File: src/rtl/prs_pkg.sv
// Package for the polyphase resampler: filter sizes, word widths and the
// payload structs of the sample and result channels. No dependencies.
package prs_pkg;

    localparam int PHASES      = 256;
    localparam int TAPS        = 64;
    localparam int SAMPLE_BITS = 24;
    localparam int MAX_OUT     = 17;

    localparam int PHASE_BITS = $clog2(PHASES);
    localparam int TAP_BITS   = $clog2(TAPS);
    localparam int COEF_AW    = PHASE_BITS + TAP_BITS;
    localparam int HIST_DEPTH = TAPS + 1;
    localparam int HIST_AW    = $clog2(HIST_DEPTH);
    localparam int FILL_W     = $clog2(HIST_DEPTH + 1);
    localparam int COEF_BITS  = 24;
    localparam int PROD_W     = COEF_BITS + SAMPLE_BITS;
    localparam int SUM_W      = PROD_W + TAP_BITS;
    localparam int ACC_W      = 64;
    localparam int POS_W      = 48;
    localparam int STEP_W     = 25;
    localparam int WOFS_W     = 7;
    localparam int AGE_W      = 33;
    localparam int ISSUE_N    = 2 * TAPS;
    localparam int ISSUE_W    = $clog2(ISSUE_N + 1);
    localparam int CNT_W      = $clog2(MAX_OUT + 1);

    localparam logic CMD_LOAD_COEF = 1'b0;
    localparam logic CMD_PUSH      = 1'b1;

    localparam logic REG_PHASE_STEP    = 1'b0;
    localparam logic REG_WINDOW_OFFSET = 1'b1;

    typedef struct packed {
        logic                          command;
        logic [13:0]                   coef_index;
        logic signed [COEF_BITS-1:0]   coef_value;
        logic signed [SAMPLE_BITS-1:0] sample_in;
    } in_item_t;

    typedef struct packed {
        logic signed [SAMPLE_BITS-1:0] sample_out;
        logic                          last;
    } out_item_t;

endpackage

File: src/rtl/prs_hist.sv
// Sample history of the polyphase resampler: a circular buffer read by age.
// Depends on prs_pkg.
module prs_hist (
    input  logic                                  aclk,
    input  logic                                  aresetn,
    input  logic                                  push,
    input  logic signed [prs_pkg::SAMPLE_BITS-1:0] push_data,
    input  logic                                  rd_en,
    input  logic [prs_pkg::AGE_W-1:0]             rd_age,
    output logic signed [prs_pkg::SAMPLE_BITS-1:0] rd_data
);
    import prs_pkg::*;

    logic signed [SAMPLE_BITS-1:0] mem [0:(2**HIST_AW)-1];
    logic signed [SAMPLE_BITS-1:0] raw_reg;
    logic [HIST_AW-1:0]            wptr_reg, wptr_next;
    logic [FILL_W-1:0]             fill_reg, fill_next;
    logic                          stale_reg, stale_next;
    logic [HIST_AW-1:0]            raddr;

    // Entries not yet pushed since reset read as zero through the fill count.
    assign raddr = wptr_reg - HIST_AW'(1) - rd_age[HIST_AW-1:0];

    always_comb begin
        wptr_next  = wptr_reg;
        fill_next  = fill_reg;
        stale_next = stale_reg;
        if (push) begin
            wptr_next = wptr_reg + HIST_AW'(1);
            if (fill_reg != FILL_W'(HIST_DEPTH)) begin
                fill_next = fill_reg + FILL_W'(1);
            end
        end
        if (rd_en) begin
            stale_next = (rd_age >= AGE_W'(fill_reg));
        end
    end

    always_ff @(posedge aclk) begin
        if (push) begin
            mem[wptr_reg] <= push_data;
        end
        if (rd_en) begin
            raw_reg <= mem[raddr];
        end
    end

    always_ff @(posedge aclk) begin
        if (!aresetn) begin
            wptr_reg  <= '0;
            fill_reg  <= '0;
            stale_reg <= 1'b1;
        end else begin
            wptr_reg  <= wptr_next;
            fill_reg  <= fill_next;
            stale_reg <= stale_next;
        end
    end

    assign rd_data = stale_reg ? '0 : raw_reg;

endmodule

File: config.mk
export PLATFORM = sky130hd
export DESIGN_NAME = prs_hist
export DESIGN_NICKNAME = d
export VERILOG_FILES = /design/src/rtl/prs_pkg.sv /design/src/rtl/prs_hist.sv
export SDC_FILE = /design/constraint.sdc
export NUM_CORES = 2
export LEC_CHECK = 0
export BUFFER_PORTS_ARGS = -buffer_cell sky130_fd_sc_hd__buf_2
export CORE_AREA = 2 2 492 494
export CTS_CLUSTER_SIZE = 12
export DETAILED_ROUTE_END_ITERATION = 10
export DIE_AREA = 0 0 494 496
export GPL_ROUTABILITY_DRIVEN = 0
export PLACE_DENSITY = 0.71
export REMOVE_ABC_BUFFERS = 1
export SYNTH_ARGS = -nofsm -noshare
export SYNTH_HDL_FRONTEND = slang
export SYNTH_SLANG_ARGS = --single-unit
export TNS_END_PERCENT = 30
File: constraint.sdc
create_clock -name aclk -period 10 [get_ports aclk]
set_clock_uncertainty 0.05 [all_clocks]
set_input_delay 1 -clock aclk [delete_from_list [all_inputs] [get_ports aclk]]
set_output_delay 1 -clock aclk [all_outputs]
set_load 0.05 [all_outputs]
==> reports/metrics.cfg <==
[layout]
area.growth.synth_to_final_pct = 12.2
final_net_count = 5385
drive_gt1_share_pct = 31.5
flip_flop_count_of_the_largest_register_after_layout = 3072
final_design_area_no_fill_um2 = 134000
fin_util_pct = 55.8
layout_cells_excl_fill = 8658

[worst_setup_path]
critical_path_peak_fanout = 138
data_required_time_at_the_worst_endpoint_ns = 10.76
timing.critical_path.slowest_cell_delay_ns = 1.43
cp-start-kind = register
crit_path_category = reg -> reg
worstPathArrival_ns = 6.64
worst_path_cell_chain = ha_4 > inv_1 > fa_4 > buf_12 > mux4_2 > mux4_2 > nand2_1 > a32oi_1 > and3_1
cp_slowest_cell = sky130_fd_sc_hd__fa_4
crit_path_end_kind = register
critPathMostFrequentCell = sky130_fd_sc_hd__mux4_2

[route]
dr.pass1.iters = 6
post-route-drc-count = 0
routedWlPerCell_um = 35.2
via_count = 56370
finalWirelength_mm = 305
viasPerCell = 6.51
drtIter0Drc = 8619
detail-route-antenna-nets = 0

[cts]
postCtsResizedCells = 0
clk_latency_ns = 0.94
cts_hold_repair.buffers = 0
cts.clk_slew.worst_paths_ns = 0.06
tritoncts = built
clkSinkCount = 3111
cell_at_the_root_of_the_clock_tree = sky130_fd_sc_hd__clkbuf_16
max_h_tree_level = 5
cts_post_setup_buffers_inserted = 0
clockBufferDepth = 4
total_clock_buffers_created_by_cts = 327

[logic_synthesis]
ys_dominant_reg_cell = sky130_fd_sc_hd__edfxtp_1
synthDistinctLibCells = 53
synth_top_area_share_pct = 78.0
synth-warning-count = 0
syn-cell-area_um2 = 119000
synth.top_cells.by_count = sky130_fd_sc_hd__edfxtp_1, sky130_fd_sc_hd__mux4_2, sky130_fd_sc_hd__nor2_1
synthCells = 4955
synth.area.top_cells = sky130_fd_sc_hd__edfxtp_1, sky130_fd_sc_hd__mux4_2, sky130_fd_sc_hd__mux2i_1
postSynthRegisterBits = 3111
synthMostInstantiatedCell = sky130_fd_sc_hd__edfxtp_1
synth_area_leader_cell = sky130_fd_sc_hd__edfxtp_1
syn-mean-instance-area_um2 = 24.1
synth-edff-count = 3096
synth-seq-area-share_pct = 78.2
ys_async_sr_fraction_pct = 0

[place]
detailed_place_hpwl_mm = 162
port_buffer_count = 84
placedCellCount = 8163
placed_cell_area_um2 = 125000

[job]
cap_viol_max_count = 0

[floorplan]
fp-row-count = 180
number_of_placed_i_o_pins = 85
core_area_um2 = 240000
die_x_um = 494
die_height_um = 496
die-area_um2 = 245000
initial_utilization_pct = 49.8

[power]
p_leak_uw = 0.0412
irDropWorstVdd_mv = 0.200
sw_share_pct = 22.6
power_switching_uw = 6350
share_of_power_burned_in_the_clock_network_pct = 37.8
power.density_nw_per_um2 = 210
combinationalPowerShare_pct = 10.9
portion_of_total_power_attributed_to_sequential_cells_pct = 51.4
p_int_uw = 21800

[grt]
grt_pass1_wl_mm = 429
globalRouteOverflowTotal = 0
grt_usage_pct = 25.0
initial_antenna_violation_count = 26
grt_max_degree = 139
grt_pass1_vias = 56845

[timing]
worst_slew_pin_slew_ns = 1.38
fmaxAchievable_mhz = 170
hold-worst-slack_ns = 0.248
timing.final.max_slew_violations = 0
max_slew_margin_pct = 7.88
grt_setup_unrepaired = false
report.final.hold_viol_count = 0
timing.final.crit_period_ns = 5.88
fin_crit_sh_pct = 58.8
final_setup_viols = 0

[min_path]
hp-class = in -> reg

[run_status]
outcome = completed

==> path summary, 6_finish.rpt <==
| check | startpoint | endpoint | cells past startpoint | slack, ns |
|---|---|---|---|---|
| max | wptr_reg[0] | raw_reg[17] | 9 | 4.12 |
| min | push_data[22] | mem[64][22] | 1 | 0.25 |
| max reg2reg | wptr_reg[0] | raw_reg[17] | 9 | 4.12 |
| min reg2reg | fill_reg[6] | fill_reg[6] | 2 | 0.44 |
==> critical path, delay by kind of cell (launching register included) <==
kind,cells,cell delay [ns]
and+or+nand+nor,2,0.48
adders and majority gates,2,1.66
muxes,2,0.66
AOI/OAI and AO/OA,1,1.14
DFF,1,0.93
buffers and inverters,2,0.72
==> power by group through the flow <==
| stage | Combinational [uW] | Sequential, uW | Clock, uW |
|---|---|---|---|
| 2_1_floorplan | 4620 | 14700 | 0 |
| 3_3_place_gp | 3030 | 14700 | 0 |
| 3_5_place_dp | 3060 | 14700 | 0 |
| 4_1_cts | 3080 | 14400 | 10700 |
| 5_1_grt | 3210 | 14400 | 11200 |
| 6_report | 3050 | 14400 | 10600 |
==> cell usage in the layout (no fill, tap or decap), types with 6 or more instances in the layout <==
cell / n
sky130_fd_sc_hd__nand2_1: 116
sky130_fd_sc_hd__o22ai_1: 31
sky130_fd_sc_hd__a221oi_1: 6
sky130_fd_sc_hd__ha_1: 15
sky130_fd_sc_hd__a32oi_1: 10
sky130_fd_sc_hd__clkbuf_1: 62
sky130_fd_sc_hd__clkinv_2: 13
sky130_fd_sc_hd__clkbuf_16: 331
sky130_fd_sc_hd__nand3_1: 33
sky130_fd_sc_hd__clkinv_1: 45
sky130_fd_sc_hd__inv_1: 19
sky130_fd_sc_hd__a21oi_1: 6
sky130_fd_sc_hd__nor3_2: 15
sky130_fd_sc_hd__nand4_1: 9
sky130_fd_sc_hd__mux2i_1: 79
sky130_fd_sc_hd__nor2_1: 31
sky130_fd_sc_hd__dfxtp_1: 14
sky130_fd_sc_hd__nor4_1: 15
sky130_fd_sc_hd__nor2_2: 102
sky130_fd_sc_hd__nor2b_1: 32
sky130_fd_sc_hd__a211oi_1: 11
sky130_fd_sc_hd__o21ai_0: 12
sky130_fd_sc_hd__or3_1: 7
sky130_fd_sc_hd__nor3_1: 10
sky130_fd_sc_hd__and3_1: 26
sky130_fd_sc_hd__nor2_4: 18
sky130_fd_sc_hd__buf_12: 16
sky130_fd_sc_hd__diode_2: 34
sky130_fd_sc_hd__edfxtp_1: 3096
sky130_fd_sc_hd__buf_4: 203
sky130_fd_sc_hd__buf_2: 60
sky130_fd_sc_hd__mux4_2: 928
==> stage by stage <==
| step | TNS [ns] | setup WS [ns] | power [uW] |
|---|---|---|---|
| floorplan | -351.09 | -14.84 | 19300 |
| global placement | 0 | 3.69 | 17700 |
| detailed placement | 0 | 3.69 | 17800 |
| CTS | 0 | 4.11 | 28300 |
| global route | 0 | 3.85 | 28800 |
| finish | 0 | 4.12 | 28100 |
==> cells by family (layout without fill, tap and decap cells) <==
family	count (synthesis)	in the layout	share of synthesized area [%]
xor+xnor	15	15	0.116
buf+inv	275	759	1.04
flops	3111	3111	78.2
mux	1011	1011	18.2
compound gates	101	101	0.594
other cells	0	34	0
simple gates	425	425	1.62
fa+ha+maj	17	17	0.185
==> layer usage <==
layer | routed length (um) | track usage, % | share of wire [%]
met3 | 33100 | 5.24 | 11
met5 | 127 | 0 | 0.042
met1 | 111000 | 34.3 | 36
met4 | 14000 | 10.3 | 4.6
met2 | 147000 | 39.6 | 48
==> final cells by class <==
| class | count | area [um^2] |
|---|---|---|
| diodes | 34 | 85.1 |
| repair buffers | 279 | 2140 |
| well taps | 3185 | 3990 |
| flip-flops and latches | 3111 | 93300 |
| clock buffers | 393 | 8520 |
| multi-input cells | 1569 | 25300 |
| inverters | 19 | 71.3 |
| clock inverters | 68 | 365 |
| fillers | 17145 | 106000 |
(Power assumes the default switching activity.)
